==> src/sreu_pkg.sv <==
// Shared types, operation codes and sizing constants for the execute unit.
package sreu_pkg;

    // Default sizing handed to the top level
    localparam int DEF_MEM_WORDS = 1024;
    localparam int DEF_REG_COUNT = 32;

    // Fixed field widths of the transaction payloads
    localparam int FUNC_W      = 4;
    localparam int REG_NUM_W   = 5;
    localparam int REG_NUMS    = 1 << REG_NUM_W;
    localparam int WORD_ADDR_W = 10;
    localparam int DATA_W      = 32;
    // Widest word address over the supported memory sizes
    localparam int ADDR_MAX_W  = 16;

    // Operation table and program counter step
    localparam int NUM_OPS = 14;
    localparam logic [DATA_W-1:0] PC_STEP = 32'd4;

    // Depth of the queue between front and back
    localparam int QDEPTH = 2;
    localparam int QPTR_W = $clog2(QDEPTH);
    localparam int QCNT_W = $clog2(QDEPTH + 1);

    typedef enum logic [FUNC_W-1:0] {
        OP_HALT  = 4'd0,
        OP_ADD   = 4'd1,
        OP_SUB   = 4'd2,
        OP_AND   = 4'd3,
        OP_OR    = 4'd4,
        OP_XOR   = 4'd5,
        OP_SLT   = 4'd6,
        OP_MUL   = 4'd7,
        OP_ADDI  = 4'd8,
        OP_LW    = 4'd9,
        OP_SW    = 4'd10,
        OP_BEQ   = 4'd11,
        OP_BNE   = 4'd12,
        OP_OTHER = 4'd13
    } op_t;

    // Instruction class picked by the front
    typedef enum logic [2:0] {
        CLS_HALT,
        CLS_ALU,
        CLS_LOAD,
        CLS_STORE,
        CLS_NOP
    } cls_t;

    typedef struct packed {
        logic [FUNC_W-1:0]       func;
        logic [REG_NUM_W-1:0]    dest_index;
        logic [REG_NUM_W-1:0]    src_a_index;
        logic [REG_NUM_W-1:0]    src_b_index;
        logic signed [DATA_W-1:0] immediate;
        logic [WORD_ADDR_W-1:0]  word_address;
    } in_item_t;

    typedef struct packed {
        logic [DATA_W-1:0]        pc_value;
        logic                     halted_flag;
        logic                     reg_written;
        logic [REG_NUM_W-1:0]     written_index;
        logic signed [DATA_W-1:0] written_value;
        logic                     mem_written;
        logic [DATA_W-1:0]        op_count;
    } out_item_t;

    // Classified instruction; register numbers and address already folded
    typedef struct packed {
        op_t                   op;
        cls_t                  cls;
        logic [REG_NUM_W-1:0]  rd;
        logic [REG_NUM_W-1:0]  ra;
        logic [REG_NUM_W-1:0]  rb;
        logic [DATA_W-1:0]     imm;
        logic [ADDR_MAX_W-1:0] addr;
    } exec_t;

endpackage

==> src/sreu_queue.sv <==
// Short queue of classified instructions between front and back.
module sreu_queue import sreu_pkg::*; (
    input  logic  aclk,
    input  logic  aresetn,
    input  logic  push,
    input  exec_t push_data,
    input  logic  pop,
    output logic  full,
    output logic  not_empty,
    output exec_t head
);

    exec_t              slot_reg [QDEPTH];
    logic [QPTR_W-1:0]  wr_ptr_reg;
    logic [QPTR_W-1:0]  rd_ptr_reg;
    logic [QCNT_W-1:0]  count_reg;
    logic [QCNT_W-1:0]  count_next;

    assign full      = (count_reg == QCNT_W'(QDEPTH));
    assign not_empty = (count_reg != '0);
    assign head      = slot_reg[rd_ptr_reg];

    always_comb begin
        count_next = count_reg;
        if (push && !pop) begin
            count_next = count_reg + 1'b1;
        end else if (pop && !push) begin
            count_next = count_reg - 1'b1;
        end
    end

    // Advance pointers and hold the entries
    always_ff @(posedge aclk) begin
        if (!aresetn) begin
            wr_ptr_reg <= '0;
            rd_ptr_reg <= '0;
            count_reg  <= '0;
        end else begin
            count_reg <= count_next;
            if (push) begin
                wr_ptr_reg <= wr_ptr_reg + 1'b1;
            end
            if (pop) begin
                rd_ptr_reg <= rd_ptr_reg + 1'b1;
            end
        end
        if (push) begin
            slot_reg[wr_ptr_reg] <= push_data;
        end
    end

endmodule

==> config.mk <==
export PLATFORM = sky130hd
export DESIGN_NAME = sreu_queue
export DESIGN_NICKNAME = d
export VERILOG_FILES = /design/src/sreu_pkg.sv /design/src/sreu_queue.sv
export SDC_FILE = /design/constraint.sdc
export NUM_CORES = 1
export LEC_CHECK = 0
export BUFFER_PORTS_ARGS = -buffer_cell sky130_fd_sc_hd__buf_2
export CELL_PAD_IN_SITES_DETAIL_PLACEMENT = 2
export CELL_PAD_IN_SITES_GLOBAL_PLACEMENT = 2
export CORE_MARGIN = 1
export CORE_UTILIZATION = 42
export CTS_BUF_LIST = sky130_fd_sc_hd__clkbuf_2
export CTS_CLUSTER_DIAMETER = 80
export CTS_CLUSTER_SIZE = 10
export DETAILED_ROUTE_END_ITERATION = 16
export GPL_ROUTABILITY_DRIVEN = 1
export GPL_TIMING_DRIVEN = 0
export PLACE_DENSITY = 0.84
export RECOVER_POWER = 50
export SYNTH_ARGS = -nofsm -noshare
export SYNTH_HDL_FRONTEND = slang
export SYNTH_SLANG_ARGS = --single-unit
==> constraint.sdc <==
create_clock -name aclk -period 9.5 [get_ports aclk]
set_input_delay 0.475 -clock aclk [delete_from_list [all_inputs] [get_ports aclk]]
set_output_delay 0.475 -clock aclk [all_outputs]
set_load 0.005 [all_outputs]
# Word level (Yosys, flattened, before mapping)
# Memories as Yosys holds them, arrays and structs flattened. A register that Yosys moved wholly into a read port is not among the register bits.
# Index checks and enable logic that the tools add are counted.
# classes
addsub	4
eq_ne	1
mux	6
reduce_logical	6
# ops
operator	count
1-bit 2-to-1 mux	4
2-bit 2-to-1 mux	2
2-bit nonzero test	2
1-bit adder, second input constant	2
2-bit by 1-bit adder with 2-bit output, second input constant	1
2-bit == test, second input constant	1
1-bit logical AND	2
1-bit zero test	2
2-bit by 1-bit subtractor with 2-bit output, second input constant	1
# word_totals
ff_bits	4
ramBits	140
out_inout_bits	72
memories	1
# memory_table
memory	words	width	read_ports	rd_clocked_by_memory_dff	write_ports	line	rtl
slot_reg	2	70	1	1	1	sreu_queue.sv:13	exec_t slot_reg [QDEPTH];

# Logic depth before layout (Yosys ltp)
# Gate-level depths: netlist of the first run.
# depth
depth_word	4
depth_mapped	5
depth_no_buf	5

# Least setup slack after synthesis of the first run
# Ideal clock, no wire load.
# synth_path
path_kind	input to register
startpoint	in push
endpoint	mem slot_reg[0][0] (netlist name) (enable)
setup_time_ns	0.508
arrival_time_ns	3.577
required_time_ns	8.992
path_slack_ns	5.416
path_stages	1
n_path_buf	0
cell_sequence	nor2b_1
# synth_between
elab_chain_len	2
# synth_rtl
item	line	rtl
from (decl)	sreu_queue.sv:5	input logic push,
1-bit 2-to-1 mux	sreu_queue.sv:47	if (push) begin
1-bit 2-to-1 mux (not written as such)	sreu_queue.sv:48	slot_reg[wr_ptr_reg] <= push_data;
to (decl)	sreu_queue.sv:13	
# No other way between the ends.

# Worst setup path after layout of the first run
# layout_path
startpoint	reg wr_ptr_reg
endpoint	mem slot_reg[1][18] (netlist name) (enable)
# layout_rtl
item	line	rtl
from (decl)	sreu_queue.sv:14	logic [QPTR_W-1:0] wr_ptr_reg;
from (signal assigned)	sreu_queue.sv:41	wr_ptr_reg <= wr_ptr_reg + 1'b1;
# No word-level cell before the write port.

==> impl_summary.md, run 1 <==
Global routing
Across every metal layer, demand over resource in global routing totals roughly 26%. The initial antenna violation count came to 1. The maximum number of pins on one net before global-route repair is between 60 and 70. The via count of the first global-routing pass came to between 3k and 4k. The routing usage on met1 is 26.74%. The first-pass GRT wire length is approximately 23000 um.

After global routing the overflow that remains totals 0. The met3 global-route usage is 7.358%. Global routing used 48.77% of the available met2 tracks. met2 is the most crowded layer.

Route
The final routed DRC violation total is 0. The pre-antenna-repair detailed-routing pass consisted of 4 iterations. The number of nets still failing antenna checks after routing is 0. After detailed routing, the average wire length per cell comes to about 24 um.

In the routed layout, each cell is associated on average with a via count of ~4.8. For this block, the via count after detailed routing is between 3k and 4k. The wire length reported by the detailed router is 15760 um. The detailed router finished its first iteration with 153 violations.

STA
After layout, the minimum clock period comes to between 4 and 5 ns. For the pin with the worst max-slew slack, the measured transition is roughly 3.8 ns. The count of pins over their slew limit was 81.

In the finished design, the share of the clock period the worst path needs comes to 43.35%. The headroom to the max-slew limit is -150.3%. On the final layout, the worst clock skew is roughly 0.017 ns.

Setup repair after global routing left no endpoint under its margin. The total negative setup slack is 0 ns. The total setup violations reported at the end of the flow is 0. The maximum operating frequency is ~240 MHz. The final number of hold-violating endpoints was 0.

Logic synthesis
The netlist area before placement is about 5300 um2. The xor-xnor portion of the synthesized cell area is less than 1%. In this run, distinct cell masters in the synthesized netlist total 17. Of the total synthesized cell area, the portion taken by AND, OR, NAND and NOR gates is about 1.1%. The average instance area after synthesis is 22.07 um2. The number of instances in the synthesized netlist is 240. The adder-cell share of the synthesized area is less than 1%. The number of warnings issued by yosys is 0.

Sequential cells were found to cover about four fifths of the synthesized design area. The net count after synthesis is ~320. Summing the areas of all compound-gate instances in the mapped netlist gives less than 1% of the synthesized area. After synthesis, the share of cell area in mux cells is between 10% and 20%. The dominant combinational cell family by area after synthesis is multiplexers. The number of flip-flops and latches in the synthesized netlist is approximately 150.

Setup path
The worst reg2reg path endpoint is slot_reg[1][18]$_DFFE_PP_. In this run the register-to-register setup slack is between 5 and 6 ns. The worst setup path is launched from a flip-flop.

The capturing element of the worst setup path is slot_reg[1][18]$_DFFE_PP_. In this run the worst setup path begins at wr_ptr_reg$_SDFFE_PN0P_. The worst register-to-register path has a depth of 2. The launch point of the worst reg-to-reg path is wr_ptr_reg$_SDFFE_PN0P_.

Along the worst path, the maximum fanout reaches 63. STA puts the critical path data required time at roughly 10 ns. The worst setup path is of the reg -> reg kind.

The arrival time at the worst endpoint is ~4.3 ns. STA classifies the critical path endpoint as a flip-flop.

Cells and area
The final layout contains around 550 nets. The number of non-filler instances in the completed layout is 660. The ratio of cells with drive above 1 in the final layout is roughly two fifths. The count of filler cells inserted in the layout is around 1.1k. The commonest non-fill, non-tap cell in the layout is sky130_fd_sc_hd__edfxtp_1. The library cells used most frequently in the layout, excluding fill and tap cells, are 140 x sky130_fd_sc_hd__edfxtp_1, 82 x sky130_fd_sc_hd__buf_2, 71 x sky130_fd_sc_hd__dlygate4sd3_1. Compared with the post-synthesis result, the final layout area differs by 33.85%. The register with the most flip-flops in the layout has 140 of them.

Die
The starting density of the core is a little over two fifths. The die boundary height is ~110 um. The horizontal die dimension is 114.3 um. After floorplanning, the core was sized to cover around 12000 um2. The number of ports placed on the die boundary is roughly 150. The area enclosed by the die boundary is between 10000 and 15000 um2. The placement row count is 40.

Place
Once detailed placement completed, the half-perimeter wirelength came to 8067 um. Port buffering added roughly 150 buffers. The cell count after placement is around 560. The final weighted congestion in routability-driven placement is 0.6790.

Clock network
TritonCTS built the clock tree. The maximum number of buffers from clock root to sink is 2. Buffers inserted during clock tree synthesis total 17. Gates resized during post-CTS repair numbered 0. The register clock-pin slew on the reported worst setup and hold paths is 0.19 ns. For the worst-skew pair, the clock arrives at the later sink with an insertion delay of around 0.7 ns. The number of levels the H-tree was split into is 4. The cell at the root of the clock tree is sky130_fd_sc_hd__clkbuf_2. CTS saw ~150 sinks.

Outcome
The flow ran to the end, but the final reports show violations. The checks that failed: capacitance limit, slew limit.

Pwr
Dividing total power by cell area gives a power density of about 170 nW/um2. VDD sags by at most between 0.15 and 0.2 mV. The standby leakage power is approximately 2.6 nW.

Hold path
The class of the tightest hold or removal check is in -> reg.

Job
Max-cap violations in this run came to 2.
[final cells by class]
type | count | area [um2] | area share [%]
clock buffers | 22 | 110.1 | 1.553
clock inverters | 10 | 68.82 | 0.9705
diodes | 1 | 2.502 | 0.03529
inverters | 1 | 3.754 | 0.05294
repair buffers | 219 | 1401 | 19.76
well taps | 168 | 210.2 | 2.965
plain buffers | 8 | 83.83 | 1.182
flip-flops and latches | 145 | 4304 | 60.70
multi-input cells | 86 | 905.9 | 12.78
[worst max-delay path, stage by stage, from the launching register on]
cell                       delay, ns
sky130_fd_sc_hd__dfxtp_1        0.42
sky130_fd_sc_hd__and2_0         0.50
sky130_fd_sc_hd__clkbuf_1       2.69
[stage by stage]
step	hold slack (ns)	power, mW	area (um2)	util [%]	setup slack, ns
finish	0.1788	1.239	7091	58.30	5.382
global route	0.07563	1.286	7088	58.28	5.101
CTS	0.01847	1.229	7201	59.21	6.884
detailed placement	0.5656	0.9087	6311	51.89	7.690
global placement	0.4795	0.8966	6233	51.26	3.431
floorplan	0.4612	0.8337	5298	-	5.416
[synthesized netlist by cell type, drive strengths merged]
master	number	area share [%]
inv	1	0.071
mux2	70	15
or3	1	0.12
or2	1	0.12
buf	8	1.6
and2	4	0.47
o21a	1	0.14
xor2	2	0.33
edfxtp	140	79
a21boi	1	0.14
dfxtp	5	1.9
o21ai	1	0.094
nor2b	2	0.24
xnor2	1	0.17
ha	1	0.24
and2b	1	0.17
[power by group]
part	switching (mW)	internal [mW]	leakage [nW]
clock network	0.222	0.0930	0.121
logic	0.0820	0.0899	1.08
registers	0.0128	0.739	1.36
total	0.317	0.922	2.56
[routing by layer]
| metal | wire [um] | vias to the layer above | share of wire [%] |
|---|---|---|---|
| met5 | 0 | - | 0 |
| met4 | 195 | 0 | 1.2 |
| met3 | 839 | 16 | 5.3 |
| met2 | 8959 | 111 | 57 |
| met1 | 5768 | 1600 | 37 |
| li1 | - | 1426 | - |
[how the worst min path moves through the flow]
stage                                    from                   endpoint  slack, ns  cells after the start
detailed placement  count_reg[1]$_SDFFE_PN0P_  count_reg[1]$_SDFFE_PN0P_       0.57                      2
global placement    count_reg[1]$_SDFFE_PN0P_  count_reg[1]$_SDFFE_PN0P_       0.48                      2
global route                             push    wr_ptr_reg$_SDFFE_PN0P_       0.08                      3
CTS                                       pop                  flip-flop       0.02                      3
floorplan           count_reg[1]$_SDFFE_PN0P_  count_reg[1]$_SDFFE_PN0P_       0.46                      2
finish                                    pop                  flip-flop       0.18                      3
[cells by family after synthesis]
logic type | Yosys count
muxes | 70
AOI/OAI and AO/OA | 3
and+or+nand+nor | 9
DFF | 145
buffers and inverters | 9
xor gates and xnor gates | 3
adders and majority gates | 1
[repair_timing]
action | 4_1_cts | 5_1_grt
hold buffers | 71 | 0
endpoints found under the setup margin | 0 | 0
endpoints found under the hold margin | 145 | 0
setup buffers | 0 | 0
Note: power is estimated with default switching activity, not from simulation.
==> run 2: changes to the inputs <==
--- a/config.mk
+++ b/config.mk
@@ -5,18 +5,19 @@
 export SDC_FILE = /design/constraint.sdc
 export NUM_CORES = 1
 export LEC_CHECK = 0
+export ABC_AREA = 1
 export BUFFER_PORTS_ARGS = -buffer_cell sky130_fd_sc_hd__buf_2
 export CELL_PAD_IN_SITES_DETAIL_PLACEMENT = 2
 export CELL_PAD_IN_SITES_GLOBAL_PLACEMENT = 2
 export CORE_MARGIN = 1
-export CORE_UTILIZATION = 42
+export CORE_UTILIZATION = 40
 export CTS_BUF_LIST = sky130_fd_sc_hd__clkbuf_2
 export CTS_CLUSTER_DIAMETER = 80
 export CTS_CLUSTER_SIZE = 10
 export DETAILED_ROUTE_END_ITERATION = 16
 export GPL_ROUTABILITY_DRIVEN = 1
 export GPL_TIMING_DRIVEN = 0
-export PLACE_DENSITY = 0.84
+export PLACE_DENSITY = 0.79
 export RECOVER_POWER = 50
 export SYNTH_ARGS = -nofsm -noshare
 export SYNTH_HDL_FRONTEND = slang
==> constraint.sdc (replaced) <==
create_clock -name aclk -period 4.02 [get_ports aclk]
set_input_delay 0.201 -clock aclk [delete_from_list [all_inputs] [get_ports aclk]]
set_output_delay 0.201 -clock aclk [all_outputs]
set_load 0.005 [all_outputs]
==> run 2 against run 1 <==
Against the previous run:
- the flow still finishes with violations (capacitance limit, slew limit)
- global-route usage down 4.2 points
- fmax rose by 62%
- combinational power is 150% higher
- non-clock buffer count increased by 4
- largest cell class unchanged
==> impl_summary.md, run 2 <==
Clock network
The number of clock sinks is 145. Clock latency on the worst-skew pair, taken at its later pin, is approximately 0.75 ns. In this run, post-CTS hold repair placed 75 buffers.

Gates resized during post-CTS repair numbered 0. The cell at the root of the clock tree is sky130_fd_sc_hd__clkbuf_2. Clock-pin slew was measured on the worst setup and hold paths at about 0.24 ns. Counting the buffers created by CTS gives 17. The number of levels the H-tree was split into is 4. The number of post-CTS setup repair buffers is 0. Counting along the longest clock path gives a buffer depth of 2. The CTS tree is built.

Pwr
Summed over all cells, the static leakage comes to 2.928 nW. The cell area power density is roughly 410 nW/um2. The highest ir drop seen on vdd is about 0.22 mV.

STA
The final number of hold-violating endpoints is 0. Measured against its own limit, the worst slew margin works out to -32.02%. In the finished design, the share of the clock period the worst path needs comes to approximately 63%. The total setup violations reported at the end of the flow is 0. The transition time at the pin with the least slew margin is 1.973 ns. Setup repair after global routing left no endpoint under its margin. Subtracting the final worst setup slack from the clock period gives ~2.5 ns.

Between clock sinks in the finished design, the worst skew comes to between 0.05 and 0.06 ns. The total negative setup slack is 0 ns. The count of pins over their slew limit came to 83. The maximum operating frequency is approximately 390 MHz.

Logic synthesis
In this run the biggest area consumer among cell types represents 74.62% of the synthesized area. The net count after synthesis is 328. The number of flip-flops and latches in the synthesized netlist is approximately 150. Of the synthesized area, sequential elements account for 76.39%.

In this run, synthesis inferred 140 flip-flops with an integrated enable. In the post-synthesis netlist, the biggest area contributors are sky130_fd_sc_hd__edfxtp_1 75%, sky130_fd_sc_hd__mux2_4 19%, sky130_fd_sc_hd__buf_12 2.5%. Yosys instantiated no cell more often than sky130_fd_sc_hd__edfxtp_1. After synthesis, the share of flip-flops with an asynchronous set or reset is 0%.

The synthesized netlist contains 13 unique library cells. In this run the cell area of the synthesized design comes to 5634 um2. The average instance area after synthesis is between 20 and 25 um2.

The number of warnings issued by yosys is 0. The top flip-flop cell by instance count after synthesis is sky130_fd_sc_hd__edfxtp_1. The largest total area in the synthesized netlist belongs to sky130_fd_sc_hd__edfxtp_1. The commonest cells after synthesis are 140 x sky130_fd_sc_hd__edfxtp_1, 70 x sky130_fd_sc_hd__mux2_4, 9 x sky130_fd_sc_hd__nand2_1, 8 x sky130_fd_sc_hd__inv_1, 8 x sky130_fd_sc_hd__nor2_1. The number of instances in the synthesized netlist is 253.

Setup path
The largest single stage delay on the critical path is approximately 1.4 ns. The class of the most critical setup path is reg -> reg. STA classifies the critical path startpoint as a flip-flop. The number of buffers and inverters on the critical path is 2. At the worst endpoint, the arrival time is between 2 and 3 ns.

The signal on the critical path passes through nand2_1 -> clkinvlp_2 -> clkbuf_2. STA classifies the critical path endpoint as a flip-flop. The slowest library cell on the worst path is sky130_fd_sc_hd__clkbuf_2. At the worst endpoint, the required time is about 4.3 ns. The kind of cell with the highest combined delay along the critical path is buffers and inverters. The peak fanout along the critical path is 65.

Route
The final routed DRC violation total is 0. In this run the remaining antenna-violating nets after routing total 0. In the final routed layout, each cell accounts on average for between 20 and 25 um. In this run, the number of DRC markers left after iteration 0 of detailed routing was about 120.

The final route contains between 3k and 4k vias. The average via count per standard cell is 4.663. The first-pass iteration count of the detailed router is 4. The wire length reported by the detailed router is 14820 um.

Die
For this design the top-level I/O count stands at about 150. The placement row count is 43. Once the floorplan was initialized, standard cells occupied 40.75% of the core. The die is about 120 um tall.

The area enclosed by the die boundary is ~15000 um2. The floorplan step defined a core boundary enclosing 13830 um2. Measured along the x axis, the die boundary spans roughly 120 um.

Cells and area
The post-route netlist has 38.58% of its cells at a drive strength greater than 1. 0 antenna diodes ended up in the layout. The number of nets in the layout is 570. Cells fill between 50 and 60% of the core in the end.

The register with the most flip-flops in the layout has 140 of them. The number of non-filler instances in the completed layout is ~690. In the layout the commonest cells are 140 x sky130_fd_sc_hd__edfxtp_1, 81 x sky130_fd_sc_hd__buf_2, 75 x sky130_fd_sc_hd__dlygate4sd3_1. The finished cells cover between 7000 and 8000 um2.

Counting the fill cells in the layout gives between 1k and 1.5k. The area added between synthesis and finish is 34.33%. The commonest non-fill, non-tap cell in the layout is sky130_fd_sc_hd__edfxtp_1.

Place
During placement, the flow inserted port buffers numbering 145. The post-detailed-placement cell area is about 6700 um2. The cell count after placement is 581.

Once detailed placement completed, the half-perimeter wirelength came to 7952 um. The final weighted congestion in routability-driven placement is 0.6903.

Global routing
The first global-routing pass estimated between 20000 and 25000 um of wire. The via count of the first global-routing pass came to 3714. The initial antenna violation count came to 0. For this run the aggregate overflow at the end of global routing stands at 0. The maximum number of pins on one net before global-route repair is between 60 and 70. The all-layer global routing usage is between 20% and 30%.

Job
Max-cap violations in this run came to 2.

Outcome
The final reports fail on capacitance limit, slew limit. The flow ran to the end, but the final reports show violations.

Hold path
The class of the tightest hold or removal check is in -> reg.
-- run 2: cell types whose count changed in the layout (fill, tap and decap cells not counted), moves of 3 or more --
cell and delta:
sky130_fd_sc_hd__clkinv_1 -7, sky130_fd_sc_hd__nor2_1 +8, sky130_fd_sc_hd__nand2_1 +9, sky130_fd_sc_hd__and2_0 -4, sky130_fd_sc_hd__buf_12 +6, sky130_fd_sc_hd__mux2_2 -70
sky130_fd_sc_hd__inv_1 +6, sky130_fd_sc_hd__mux2_4 +70, sky130_fd_sc_hd__clkinv_4 +3, sky130_fd_sc_hd__buf_6 -6, sky130_fd_sc_hd__dlygate4sd3_1 +4
-- run 2: stage by stage --
stage                     power, mW  hold slack [ns]  setup slack, ns
final                         3.126           0.1781            1.482
after global routing          3.234           0.1209            1.324
after CTS                     3.111           0.1272            1.819
after detailed placement      2.175           0.3922            2.461
after global placement        2.148           0.3889           -1.464
after floorplan               2.009           0.2999           0.2781
-- run 2: worst register-to-register path, delay by kind of cell, from the launching register on --
family,cells,cell delay (ns)
flops,1,0.41
buf+inv,2,1.58
simple gates,1,0.11
-- run 2: cells by family after synthesis --
kind of cell,Yosys count,share of synthesized area (%)
DFF,145,76.39
muxes,70,18.65
and+or+nand+nor,19,1.332
buffers and inverters,16,3.220
AOI/OAI and AO/OA,2,0.1775
adders and majority gates,1,0.2220
-- run 2: final timing paths --
kind / depth (start not counted) / to / start / slack [ns]
max reg2reg: 3 / slot_reg[1][29]$_DFFE_PP_ / wr_ptr_reg$_SDFFE_PN0P_ / 1.48
min reg2reg: 2 / rd_ptr_reg$_SDFFE_PN0P_ / rd_ptr_reg$_SDFFE_PN0P_ / 0.60
min: 2 / slot_reg[1][22]$_DFFE_PP_ / push_data[22] / 0.18
max: 3 / slot_reg[1][29]$_DFFE_PP_ / wr_ptr_reg$_SDFFE_PN0P_ / 1.48
-- run 2: cell type report --
type                    count  area, um2  area share (%)
well taps                 180      225.2           2.976
clock buffers              19      95.09           1.256
inverters                   8      31.28          0.4133
flip-flops and latches    145       4304           56.87
repair buffers            223       1450           19.16
clock inverters            13      162.7           2.149
multi-input cells          92       1149           15.18
plain buffers               8      151.4           2.000
-- run 2: where the power goes --
part | switching, mW | internal, mW
logic | 0.187 | 0.240
clock network | 0.569 | 0.352
registers | 0.0288 | 1.75
total | 0.785 | 2.34
-- run 2: layer usage --
| layer | global-route usage [%] | share of wire, % |
|---|---|---|
| met5 | 0 | 0 |
| met4 | 7.407 | 1.2 |
| met3 | 5.991 | 5.0 |
| met2 | 41.06 | 57 |
| met1 | 22.02 | 37 |
