File: src/sreu_pkg.sv
// Shared types, operation codes and sizing constants for the execute unit.
package sreu_pkg;

    // Default sizing handed to the top level
    localparam int DEF_MEM_WORDS = 1024;
    localparam int DEF_REG_COUNT = 32;

    // Fixed field widths of the transaction payloads
    localparam int FUNC_W      = 4;
    localparam int REG_NUM_W   = 5;
    localparam int REG_NUMS    = 1 << REG_NUM_W;
    localparam int WORD_ADDR_W = 10;
    localparam int DATA_W      = 32;
    // Widest word address over the supported memory sizes
    localparam int ADDR_MAX_W  = 16;

    // Operation table and program counter step
    localparam int NUM_OPS = 14;
    localparam logic [DATA_W-1:0] PC_STEP = 32'd4;

    // Depth of the queue between front and back
    localparam int QDEPTH = 2;
    localparam int QPTR_W = $clog2(QDEPTH);
    localparam int QCNT_W = $clog2(QDEPTH + 1);

    typedef enum logic [FUNC_W-1:0] {
        OP_HALT  = 4'd0,
        OP_ADD   = 4'd1,
        OP_SUB   = 4'd2,
        OP_AND   = 4'd3,
        OP_OR    = 4'd4,
        OP_XOR   = 4'd5,
        OP_SLT   = 4'd6,
        OP_MUL   = 4'd7,
        OP_ADDI  = 4'd8,
        OP_LW    = 4'd9,
        OP_SW    = 4'd10,
        OP_BEQ   = 4'd11,
        OP_BNE   = 4'd12,
        OP_OTHER = 4'd13
    } op_t;

    // Instruction class picked by the front
    typedef enum logic [2:0] {
        CLS_HALT,
        CLS_ALU,
        CLS_LOAD,
        CLS_STORE,
        CLS_NOP
    } cls_t;

    typedef struct packed {
        logic [FUNC_W-1:0]       func;
        logic [REG_NUM_W-1:0]    dest_index;
        logic [REG_NUM_W-1:0]    src_a_index;
        logic [REG_NUM_W-1:0]    src_b_index;
        logic signed [DATA_W-1:0] immediate;
        logic [WORD_ADDR_W-1:0]  word_address;
    } in_item_t;

    typedef struct packed {
        logic [DATA_W-1:0]        pc_value;
        logic                     halted_flag;
        logic                     reg_written;
        logic [REG_NUM_W-1:0]     written_index;
        logic signed [DATA_W-1:0] written_value;
        logic                     mem_written;
        logic [DATA_W-1:0]        op_count;
    } out_item_t;

    // Classified instruction; register numbers and address already folded
    typedef struct packed {
        op_t                   op;
        cls_t                  cls;
        logic [REG_NUM_W-1:0]  rd;
        logic [REG_NUM_W-1:0]  ra;
        logic [REG_NUM_W-1:0]  rb;
        logic [DATA_W-1:0]     imm;
        logic [ADDR_MAX_W-1:0] addr;
    } exec_t;

endpackage

File: src/sreu_front.sv
// Front end: accepts instructions, folds indexes and addresses, classifies.
module sreu_front import sreu_pkg::*; #(
    parameter int MEM_WORDS = DEF_MEM_WORDS,
    parameter int REG_COUNT = DEF_REG_COUNT
) (
    input  logic     aclk,
    input  logic     aresetn,
    input  logic     hold,
    input  logic     s_valid,
    output logic     s_ready,
    input  in_item_t s_data,
    input  logic     q_full,
    output logic     q_push,
    output exec_t    q_data
);

    // Address fold by reciprocal: exact for every 10-bit address
    localparam int DIV_SHIFT = WORD_ADDR_W + 17;
    localparam logic [DATA_W-1:0] RECIP =
        DATA_W'(((64'd1 << DIV_SHIFT) + 64'(MEM_WORDS) - 64'd1) / 64'(MEM_WORDS));
    localparam int PROD_W = WORD_ADDR_W + DATA_W;

    logic                     f_valid_reg;
    logic                     f_valid_next;
    in_item_t                 f_item_reg;
    logic [WORD_ADDR_W-1:0]   f_quot_reg;
    logic [PROD_W-1:0]        quot_prod;
    logic [DATA_W-1:0]        rem_full;
    logic [REG_NUM_W-1:0]     rmap [REG_NUMS];
    op_t                      op_norm;
    cls_t                     cls;
    logic                     accept;

    // Register number fold table, worked out at elaboration
    for (genvar i = 0; i < REG_NUMS; i++) begin : g_rmap
        localparam int MAPPED = i % REG_COUNT;
        assign rmap[i] = REG_NUM_W'(MAPPED);
    end

    assign accept  = s_valid && s_ready;
    assign s_ready = !hold && (!f_valid_reg || !q_full);
    assign q_push  = f_valid_reg && !q_full;

    // Quotient of the word address, registered before the remainder step
    assign quot_prod = PROD_W'(s_data.word_address) * PROD_W'(RECIP);

    always_comb begin
        f_valid_next = f_valid_reg;
        if (accept) begin
            f_valid_next = 1'b1;
        end else if (q_push) begin
            f_valid_next = 1'b0;
        end
    end

    always_ff @(posedge aclk) begin
        if (!aresetn) begin
            f_valid_reg <= 1'b0;
        end else begin
            f_valid_reg <= f_valid_next;
        end
        if (accept) begin
            f_item_reg <= s_data;
            f_quot_reg <= quot_prod[DIV_SHIFT +: WORD_ADDR_W];
        end
    end

    // Remainder of the word address
    assign rem_full = DATA_W'(f_item_reg.word_address)
                    - DATA_W'(f_quot_reg) * DATA_W'(MEM_WORDS);

    // Fold unused operation codes and classify
    always_comb begin
        if (f_item_reg.func >= FUNC_W'(NUM_OPS)) begin
            op_norm = OP_OTHER;
        end else begin
            op_norm = op_t'(f_item_reg.func);
        end
        case (op_norm)
            OP_HALT: begin
                cls = CLS_HALT;
            end
            OP_ADD, OP_SUB, OP_AND, OP_OR, OP_XOR, OP_SLT, OP_MUL, OP_ADDI: begin
                cls = CLS_ALU;
            end
            OP_LW: begin
                cls = CLS_LOAD;
            end
            OP_SW: begin
                cls = CLS_STORE;
            end
            default: begin
                cls = CLS_NOP;
            end
        endcase
    end

    always_comb begin
        q_data.op   = op_norm;
        q_data.cls  = cls;
        q_data.rd   = rmap[f_item_reg.dest_index];
        q_data.ra   = rmap[f_item_reg.src_a_index];
        q_data.rb   = rmap[f_item_reg.src_b_index];
        q_data.imm  = f_item_reg.immediate;
        q_data.addr = rem_full[ADDR_MAX_W-1:0];
    end

endmodule

File: config.mk
export PLATFORM = sky130hd
export DESIGN_NAME = sreu_front
export DESIGN_NICKNAME = d
export VERILOG_FILES = /design/src/sreu_pkg.sv /design/src/sreu_front.sv
export SDC_FILE = /design/constraint.sdc
export NUM_CORES = 1
export LEC_CHECK = 0
export BUFFER_PORTS_ARGS = -buffer_cell sky130_fd_sc_hd__buf_2
export CELL_PAD_IN_SITES_DETAIL_PLACEMENT = 1
export CELL_PAD_IN_SITES_GLOBAL_PLACEMENT = 1
export CORE_ASPECT_RATIO = 1.5
export CORE_MARGIN = 8
export CORE_UTILIZATION = 36
export DETAILED_ROUTE_END_ITERATION = 10
export PLACE_DENSITY = 0.81
export SYNTH_ARGS = -nofsm -noshare
export SYNTH_HDL_FRONTEND = slang
export SYNTH_SLANG_ARGS = --single-unit
File: constraint.sdc
create_clock -name aclk -period 11.2 [get_ports aclk]
set_input_delay 1.12 -clock aclk [delete_from_list [all_inputs] [get_ports aclk]]
set_output_delay 1.12 -clock aclk [all_outputs]
set_load 0.02 [all_outputs]
Word level (Yosys, flattened, before mapping)
Memories as Yosys holds them, arrays and structs flattened.
Cells that the tools add are included.
Widths: inputs -> output; s select.
{"block": "totals", "mem_bits_ro": 528, "inputBits": 66, "memories": 4, "ff_bits": 62, "latch_bits": 0, "mem_bits_rw": 0, "output_inout_bits": 72}
{"block": "op_classes", "n_bitwise": 3, "n_div": 0, "n_shift": 0, "n_eq_ne": 0, "n_mul": 0, "magnitude_cmp": 4, "n_mux": 9, "addsub": 0, "n_reduce_logical": 8}
{"memory": "(name not given)", "depth": 32, "word_bits": 5, "rd": 1, "rd_clocked_by_memory_dff": 0, "write_ports": 0, "line": "sreu_front.sv:103", "source": "q_data.rb = rmap[f_item_reg.src_b_index];"}
{"memory": "(name not given)", "depth": 32, "word_bits": 5, "rd": 1, "rd_clocked_by_memory_dff": 0, "write_ports": 0, "line": "sreu_front.sv:102", "source": "q_data.ra = rmap[f_item_reg.src_a_index];"}
{"memory": "(name not given)", "depth": 32, "word_bits": 5, "rd": 1, "rd_clocked_by_memory_dff": 0, "write_ports": 0, "line": "sreu_front.sv:101", "source": "q_data.rd = rmap[f_item_reg.dest_index];"}
{"memory": "(name not given)", "depth": 16, "word_bits": 3, "rd": 1, "rd_clocked_by_memory_dff": 0, "write_ports": 0, "line": "sreu_front.sv:79", "source": "case (op_norm)"}
{"op": "$mux 5", "count": 6}
{"op": "$ge 6x6->1 const B", "count": 3}
{"op": "$not 5->6", "count": 3}
{"op": "$ge 4x4->1 const B", "count": 1}
{"op": "$mux 4", "count": 1}
{"op": "$logic_and 1x1->1", "count": 3}
{"op": "$logic_not 1->1", "count": 3}
{"op": "$mux 1", "count": 2}
{"op": "$reduce_bool 2->1", "count": 1}
{"op": "$logic_or 1x1->1", "count": 1}

Depth between registers and ports, before layout
Gate-level depths: netlist (run 1).
{"block": "depth", "word_depth": 5, "mapped_depth": 3, "depth_no_buf": 3}

Least setup slack after synthesis (run 1)
OpenSTA, ideal clock, no wires.
{"block": "synth_timing", "path_type": "input -> register", "startpoint": "input port hold", "endpoint": "register f_item_reg[0] (netlist name), enable pin", "required_time_ns": 10.700, "path_slack_ns": 6.480, "stages": 2, "n_path_buf": 0, "setup_ns": 0.500, "t_arrival_ns": 4.220, "path_cell_list": "nand2b_4 a21oi_1"}
{"block": "synth_via", "elab_chain_len": 3}
{"element": "start, declared", "line": "sreu_front.sv:8", "source": "input logic hold,"}
{"element": "$logic_not 1->1", "line": "sreu_front.sv:41", "source": "assign s_ready = !hold && (!f_valid_reg || !q_full);"}
{"element": "$logic_and 1x1->1", "line": "sreu_front.sv:41"}
{"element": "$logic_and 1x1->1", "line": "sreu_front.sv:40", "source": "assign accept = s_valid && s_ready;"}
{"element": "named net accept", "line": "sreu_front.sv:32", "source": "logic accept;"}
{"element": "end signal, assigned", "line": "sreu_front.sv:63", "source": "f_item_reg <= s_data;"}
{"element": "end, declared", "line": "sreu_front.sv:25", "source": "in_item_t f_item_reg;"}
The timed path passes the listed nets, and every way through them passes these cells.
A chain may end at the register's enable or synchronous reset.

==> results by group, run 1 <==
Finish
  • Final core utilization: 43.3%
  • Commonest non-fill, non-tap cell in the layout: buf_2
  • Fill count: roughly 710
  • Area growth syn-to-layout: 18.9%
  • Non-Filler Instances: 308
  • Most frequent cells in the layout: buf_2, edfxtp_1, clkbuf_8, conb_1, clkbuf_1
  • Ant. Diodes: 0
  • Largest register FFs: 32
  • Share of layout cells above drive strength 1: 63.9%
  • Final nets: 292
  • Design area: 2910 um^2

Flow run
  • Max Cap Viol: 0

Global routing
  • Vias in the first global route: 1460
  • Global-route usage over all layers: 11.1%
  • Initial antenna violation count: 0
  • First-pass GRT wire length: 7.93 mm
  • Gr ovfl total: 0
  • Largest net degree at the start of global routing: 62

Drt
  • Detailed Routing Iterations Pass 1: 5
  • Wirelength per Cell: about 18 um
  • Detail Route Antenna Nets: 0
  • Via/cell ratio: 4.16
  • Vias after detailed routing: 1281
  • Initial DRC count: 52
  • Wirelength, routed: between 5 and 6 mm
  • # DRC: 0

Clocking
  • Hold buffer count at CTS: 0
  • Clock buffer depth: 2
  • Clk slew on worst S/H paths: about 0.060 ns
  • Total CTS buffers: 9
  • CTS tree: done
  • H-tree lvl count: 3
  • Post-CTS Resized: 0
  • Worst-Skew Late Latency: 0.33 ns
  • Clk sinks: 62
  • Setup Buffers After CTS: 0
  • Root Buffer: clkbuf_8

Critical path
  • Worst EP arrival: about 1.8 ns
  • CP Buf/Inv Count: 1
  • CP delay by family, top: flip-flops
  • Critical path, cell by cell: a21boi_0, ha_1, and3b_2, buf_2
  • Worst Setup End Kind: primary output
  • CP startpoint kind: flip-flop
  • Critical path class: reg -> out
  • WP data required: between 10 and 15 ns
  • CP max stage delay: 0.46 ns
  • CP max FO: 7
  • Critical-path top delay cell: edfxtp_1

Timing
  • Unrepaired setup endpoints after global routing: no
  • Final min period: 2.87 ns
  • Clock skew: 0.00193 ns
  • Period utilization: 25.7%
  • WHS: approximately 0.54 ns
  • Slew HR: 50.1%
  • Setup_tns: 0 ns
  • Setup WS post-layout: 8.33 ns
  • Final hold violation count: 0
  • Final Slew Violations: 0
  • Final-report setup violation count: 0
  • Worst Max-Slew Pin Slew: 0.748 ns
  • Max Freq: 0.348 GHz

Power
  • Overall power: ~0.47 mW
  • P_leak: 1.25 nW
  • Peak VDD IR: roughly 76 uV
  • Pwr per Cell Area: roughly 160 nW/um^2

Worst hold path
  • Min-Delay Path Class: reg -> reg

Placement
  • Post-DP HPWL: 4.43 mm
  • Dpl ws: 8.50 ns
  • Placer Congestion: about 0.67
  • Inst Count DP: approximately 290
  • IO buf count: 131
  • Placed cell area: 2750 um^2

Floorplan
  • Core area: 6710 um^2
  • Row cnt: 37
  • Starting density of the core: 36.4%
  • Die area: approximately 9700 um^2
  • I/O pins: around 140
  • Die Wd: 83.3 um
  • Die Y: 117 um

Synth
  • Synth Register Bits: 62
  • Syn_area_per_cell: 17.2 um^2
  • Area contributors post-synth: edfxtp_1, buf_4, dfxtp_1, a21boi_0, nand2b_4
  • Synth Cell Area: 2440 um^2
  • Synth Instances: 142
  • Synth warn: 0
  • Area share of the largest cell type after synthesis: 75.0%
  • Count of cell types in the netlist: 17
  • Synth area leader: edfxtp_1
  • Sequential share of the synthesized area: approximately three quarters

Status
  • Status: finished clean
-- final cells by class --
type | instances | area [um^2] | share of cell area [%]
Multi-Input combinational cell | 20 | 141 | 4.87
Clock inverter | 2 | 8.76 | 0.301
Sequential cell | 62 | 1850 | 63.7
Clock buffer | 14 | 143 | 4.91
Timing Repair Buffer | 132 | 663 | 22.8
Tap cell | 78 | 97.6 | 3.36
-- synthesized netlist by cell type --
cell type  instances
nor2_2             1
ha_1               1
clkbuf_1           2
mux2i_1            1
and3b_2            1
buf_4             63
dfxtp_1            1
nand2b_4           1
a21boi_0           2
nor2b_1            1
o21a_1             1
a21oi_1            2
edfxtp_1          61
a31o_2             1
conb_1             1
nand2_1            1
nor2_1             1
-- worst paths after layout --
path / start / to / slack, ns / cells after the start
worst max register to register: f_valid_reg / f_item_reg[59] / 9.72 / 2
worst min-delay path: f_valid_reg / f_valid_reg / 0.54 / 2
worst min register to register: f_valid_reg / f_valid_reg / 0.54 / 2
worst max-delay path: f_item_reg[60] / q_data[64] / 8.33 / 4
-- where the power goes --
group	switching, mW	internal (mW)
Sequential	0.00296	0.267
Combinational	0.0277	0.0160
Clock	0.0760	0.0796
Total	0.107	0.363
-- kinds of logic (layout without fill, tap and decap cells) --
logic type / count (synthesis) / count (layout) / share of synthesized area (%)
fa+ha+maj: 1 / 1 / 0.512
other cells: 1 / 6 / 0.153
flops: 62 / 62 / 75.8
buf+inv: 65 / 148 / 19.7
compound gates: 6 / 6 / 1.69
simple gates: 6 / 6 / 1.79
mux: 1 / 1 / 0.410
-- worst min-delay path, delay by kind of cell, from the launching register on --
kind | cells | cell delay, ns
flip-flops | 1 | 0.35
AO/OA/AOI/OAI | 1 | 0.07
AND/OR/NAND/NOR | 1 | 0.08
-- routing by layer --
metal	GRT usage (%)	share of wire, %	vias to the layer above
li1	-	-	594
met1	9.33	30	611
met2	20.0	58	63
met3	5.19	8.6	13
met4	8.71	3.4	0
met5	0	0	-
No activity file was read; power rests on OpenSTA's default activity.
==> run 2, diff against run 1 <==
CORE_UTILIZATION = 34   (was 36)
PLACE_DENSITY = 0.77   (was 0.81)
clock period = 3 ns   (was 11.2 ns; I/O delays follow)
==> results by group, run 2 (same netlist as run 1, synthesis figures left out) <==
Global routing
  • Initial antenna violation count: 1
  • Gr ovfl total: 0
  • Vias in the first global route: 1446
  • First-pass GRT wire length: 8.30 mm
  • Global-route usage over all layers: ~11%
  • Largest net degree at the start of global routing: 36

Floorplan
  • Die Wd: 85.2 um
  • Die area: 10200 um^2
  • Starting density of the core: 34.5%
  • I/O pins: 138
  • Die Y: 120 um
  • Core area: 7080 um^2
  • Row cnt: 38

Worst hold path
  • Min-Delay Path Class: in -> reg
  • Hold Path End: q_data[40]
  • Hold Path Origin: s_data[34]
  • Hold path depth: 1

Timing
  • WHS: 0.137 ns
  • Final-report setup violation count: 0
  • Final hold violation count: 0
  • Period utilization: 67.9%
  • Setup_tns: 0 ns
  • Final Slew Violations: 0
  • Clock skew: 0.00446 ns
  • Final min period: between 2 and 2.5 ns
  • Unrepaired setup endpoints after global routing: no
  • Max Freq: 0.491 GHz

Placement
  • Post-DP HPWL: 4.71 mm
  • Placer Congestion: 0.706
  • IO buf count: 131

Power
  • Peak VDD IR: 299 uV
  • Pwr per Cell Area: about 630 nW/um^2
  • Overall power: 1.88 mW
  • P_leak: 1.28 nW

Finish
  • Area growth syn-to-layout: 21.3%
  • Final nets: 293
  • Ant. Diodes: 0
  • Commonest non-fill, non-tap cell in the layout: buf_2
  • Most frequent cells in the layout: buf_2, edfxtp_1, clkbuf_8, conb_1
  • Fill count: approximately 740
  • Share of layout cells above drive strength 1: between 60% and 70%
  • Largest register FFs: 32

Drt
  • Vias after detailed routing: around 1300
  • Via/cell ratio: 4.18
  • Wirelength, routed: 5.76 mm
  • Initial DRC count: 80
  • Wirelength per Cell: 18.5 um
  • # DRC: 0
  • Detail Route Antenna Nets: 0
  • Detailed Routing Iterations Pass 1: 3

Critical path
  • Reg2reg path depth: 2
  • WP data required: between 2 and 3 ns
  • R2R Path End: q_data[41]
  • Worst Setup End Kind: primary output
  • CP startpoint kind: flip-flop
  • R2r setup slk: 1.74 ns
  • Worst EP arrival: 1.74 ns
  • R2R Path Start: f_valid_reg
  • CP max FO: 7
  • Critical path class: reg -> out

Clocking
  • Clk slew on worst S/H paths: around 0.070 ns
  • Clk sinks: 62
  • Total CTS buffers: 9
  • Clock buffer depth: 2
  • Worst-Skew Late Latency: 0.33 ns
  • Post-CTS Resized: 0
  • Hold buffer count at CTS: 0
  • Root Buffer: clkbuf_8
  • H-tree lvl count: 3
  • CTS tree: done
  • Setup Buffers After CTS: 0

Status
  • Status: finished clean

Flow run
  • Max Cap Viol: 0
==> run 2: metal layers <==
| metal | share of wire (%) | routed length (um) | vias to the layer above | global-route usage (%) |
|---|---|---|---|---|
| li1 | - | - | 598 | - |
| met1 | 30 | 1730 | 623 | 9.06 |
| met2 | 60 | 3460 | 64 | 21.6 |
| met3 | 6.6 | 380 | 14 | 4.24 |
| met4 | 3.2 | 187 | 2 | 9.18 |
| met5 | 0.21 | 12 | - | 0 |
==> run 2: how the worst max path moves through the flow <==
stage,start,to,slack (ns),cells after the start
floorplan,f_valid_reg,f_item_reg[0],0.46,1
global placement,f_item_reg[60],q_data[64],1.37,4
detailed placement,f_item_reg[60],q_data[64],1.30,4
CTS,f_item_reg[60],q_data[64],0.92,4
global route,f_item_reg[60],q_data[64],0.86,4
finish,f_item_reg[60],q_data[64],0.96,4
==> run 2: report_power, final <==
| part | internal [mW] | switching (mW) | total (mW) |
|---|---|---|---|
| combinational | 0.0610 | 0.106 | 0.167 |
| clock | 0.414 | 0.291 | 0.705 |
| sequential | 0.997 | 0.0110 | 1.01 |
==> run 2: per-stage QoR <==
step           utilization [%]  instance area, um^2  cells  setup slack (ns)
2_1_floorplan                -                 2470    147             0.461
3_5_place_dp              39.0                 2760    295              1.30
5_1_grt                   41.8                 2960    311             0.860
6_report                  41.8                 2960    311             0.963
4_1_cts                   41.8                 2960    311             0.918
3_3_place_gp              39.0                 2760    295              1.37
==> run 2: cell type report <==
| class | instances | area (um^2) | area share (%) |
|---|---|---|---|
| multi-input combinational | 20 | 141 | 4.77 |
| tap | 80 | 100 | 3.38 |
| sequential | 62 | 1850 | 62.5 |
| clock buffer | 16 | 200 | 6.75 |
| timing repair buffer | 133 | 671 | 22.6 |
==> run 2: critical path: stages (launching register included) <==
cell and delay (ns):
edfxtp_1 0.47, a31o_2 0.29, ha_1 0.28, and3b_2 0.22, buf_2 0.16
==> run 3, diff against run 2 <==
ABC_AREA = 1   (was default)
PLACE_DENSITY = 0.78   (was 0.77)
clock period = 2 ns   (was 3 ns; I/O delays follow)
==> results by group, run 3 <==
Drt
  • Via/cell ratio: 4.11
  • Initial DRC count: between 70 and 80
  • Detailed Routing Iterations Pass 1: 4
  • Wirelength per Cell: 17.6 um
  • Wirelength, routed: 5.68 mm
  • Detail Route Antenna Nets: 0
  • # DRC: 0
  • Vias after detailed routing: around 1300

Clocking
  • CTS tree: done
  • Worst-Skew Late Latency: ~0.34 ns
  • Setup Buffers After CTS: 0
  • Clock buffer depth: 2
  • Root Buffer: clkbuf_8
  • H-tree lvl count: 3
  • Clk slew on worst S/H paths: ~0.070 ns
  • Clk sinks: 62
  • Post-CTS Resized: 0
  • Total CTS buffers: 9
  • Hold buffer count at CTS: 0

Synth
  • Area share of the largest cell type after synthesis: between 70% and 80%
  • Count leader, synth: buf_4
  • Count of cell types in the netlist: 14
  • Synth warn: 0
  • Synth Register Bits: just over 60
  • Synth cell count leaders: buf_4, edfxtp_1, inv_1, nand2_1, nor2_1
  • Area contributors post-synth: edfxtp_1, buf_4, inv_1, nand2_1, dfxtp_1
  • Sequential share of the synthesized area: between 70% and 80%
  • Post-synth EDFFs: 61
  • Post-synth top flop: edfxtp_1
  • Asr flop ratio synth: 0%
  • Syn_area_per_cell: roughly 16 um^2
  • Synth Instances: 153
  • Synth Cell Area: 2450 um^2
  • Synth area leader: edfxtp_1

Timing
  • Period utilization: 93.2%
  • Final min period: 1.86 ns
  • Unrepaired setup endpoints after global routing: no
  • Final hold violation count: 0
  • Final Slew Violations: 0
  • Final-report setup violation count: 0
  • Clock skew: 0.00557 ns
  • Setup WS post-layout: ~0.14 ns
  • Max Freq: 0.537 GHz

Global routing
  • Largest net degree at the start of global routing: 35
  • Initial antenna violation count: 0
  • Vias in the first global route: 1517
  • Global-route usage over all layers: around 11%
  • Gr ovfl total: 0
  • First-pass GRT wire length: 8.26 mm

Finish
  • Share of layout cells above drive strength 1: 62.8%
  • Design area: 2980 um^2
  • Ant. Diodes: 0
  • Final nets: 304
  • Most frequent cells in the layout: buf_2, edfxtp_1, clkbuf_8
  • Largest register FFs: 32
  • Fill count: between 700 and 800
  • Non-Filler Instances: between 300 and 400
  • Final core utilization: 41.8%
  • Commonest non-fill, non-tap cell in the layout: buf_2
  • Area growth syn-to-layout: 21.6%

Placement
  • Inst Count DP: 306
  • Placer Congestion: 0.772
  • Dpl ws: 0.488 ns
  • IO buf count: 131
  • Placed cell area: roughly 2800 um^2
  • Post-DP HPWL: 4.67 mm

Floorplan
  • Core area: 7130 um^2
  • Starting density of the core: 34.4%
  • Die Wd: 85.4 um
  • Die area: 10300 um^2
  • Row cnt: 38
  • Die Y: 120 um
  • I/O pins: 138

Critical path
  • Critical path class: reg -> out
  • Critical-path top delay cell: edfxtp_1
  • R2r setup slk: 0.69 ns
  • Worst EP arrival: 1.66 ns
  • Critical path, cell by cell: nand2_1, o21bai_2, ha_1, and3_2, buf_2
  • Worst Setup End Kind: primary output
  • CP startpoint kind: flip-flop
  • CP Buf/Inv Count: 1
  • CP delay by family, top: flip-flops
  • WP data required: 1.80 ns
  • CP max FO: 7
  • CP max stage delay: 0.47 ns

Power
  • P_sw: 0.633 mW
  • Reg power frac: 51.9%
  • Internal Power: around 2.3 mW
  • Overall power: about 2.9 mW
  • P_leak: 1.32 nW
  • Pwr per Cell Area: 976 nW/um^2
  • Peak VDD IR: ~500 uV
  • Clk pwr share: 39.5%
  • Switching Share: 21.7%
  • Gate power share: 8.6%

Status
  • Status: finished clean

Flow run
  • Max Cap Viol: 0

Worst hold path
  • Min-Delay Path Class: in -> reg
-- run 3: worst paths after layout --
| kind | start | endpoint | cells past startpoint |
|---|---|---|---|
| hold / removal | s_data[10] | q_data[16] | 1 |
| setup reg to reg | f_valid_reg | f_item_reg[59] | 4 |
| setup / recovery | f_item_reg[60] | q_data[64] | 5 |
| hold reg to reg | f_valid_reg | f_valid_reg | 4 |
-- run 3: final cells by class --
cell class                 instances  area (um^2)  area share [%]
inverter                           7         26.3           0.881
multi-input combinational         24          129            4.32
sequential                        62         1850            62.1
clock inverter                     5         73.8            2.47
timing repair buffer             133          671            22.5
clock buffer                      11          131            4.40
tap                               80          100            3.35
-- run 3: logic make-up (layout without fill, tap and decap cells) --
| family | count (synthesis) | count (layout) | synth area share [%] |
|---|---|---|---|
| AOI/OAI and AO/OA | 4 | 4 | 1.07 |
| adders and majority gates | 1 | 1 | 0.510 |
| and+or+nand+nor | 13 | 13 | 2.19 |
| DFF | 62 | 62 | 75.4 |
| buffers and inverters | 72 | 156 | 20.6 |
| other | 1 | 6 | 0.153 |
-- run 3: through the flow --
stage	hold slack, ns	TNS (ns)
floorplan	0.298	-16.62
global route	0.00308	0
finish	0.0357	0
CTS	0.0138	0
detailed placement	0.378	0
global placement	0.376	0
-- run 3: power groups by stage --
| stage | logic (mW) | registers, mW | clock network, mW |
|---|---|---|---|
| floorplan | 0.190 | 1.54 | 0 |
| global placement | 0.246 | 1.53 | 0 |
| detailed placement | 0.255 | 1.54 | 0 |
| CTS | 0.256 | 1.51 | 1.19 |
| global route | 0.269 | 1.51 | 1.25 |
| finish | 0.250 | 1.51 | 1.15 |
-- run 3: metal layers --
metal | GRT usage (%) | vias up | wire [um]
li1 | - | 621 | -
met5 | 0 | - | 0
met1 | 9.19 | 631 | 1710
met4 | 5.95 | 0 | 91
met2 | 20.9 | 66 | 3340
met3 | 6.37 | 5 | 535
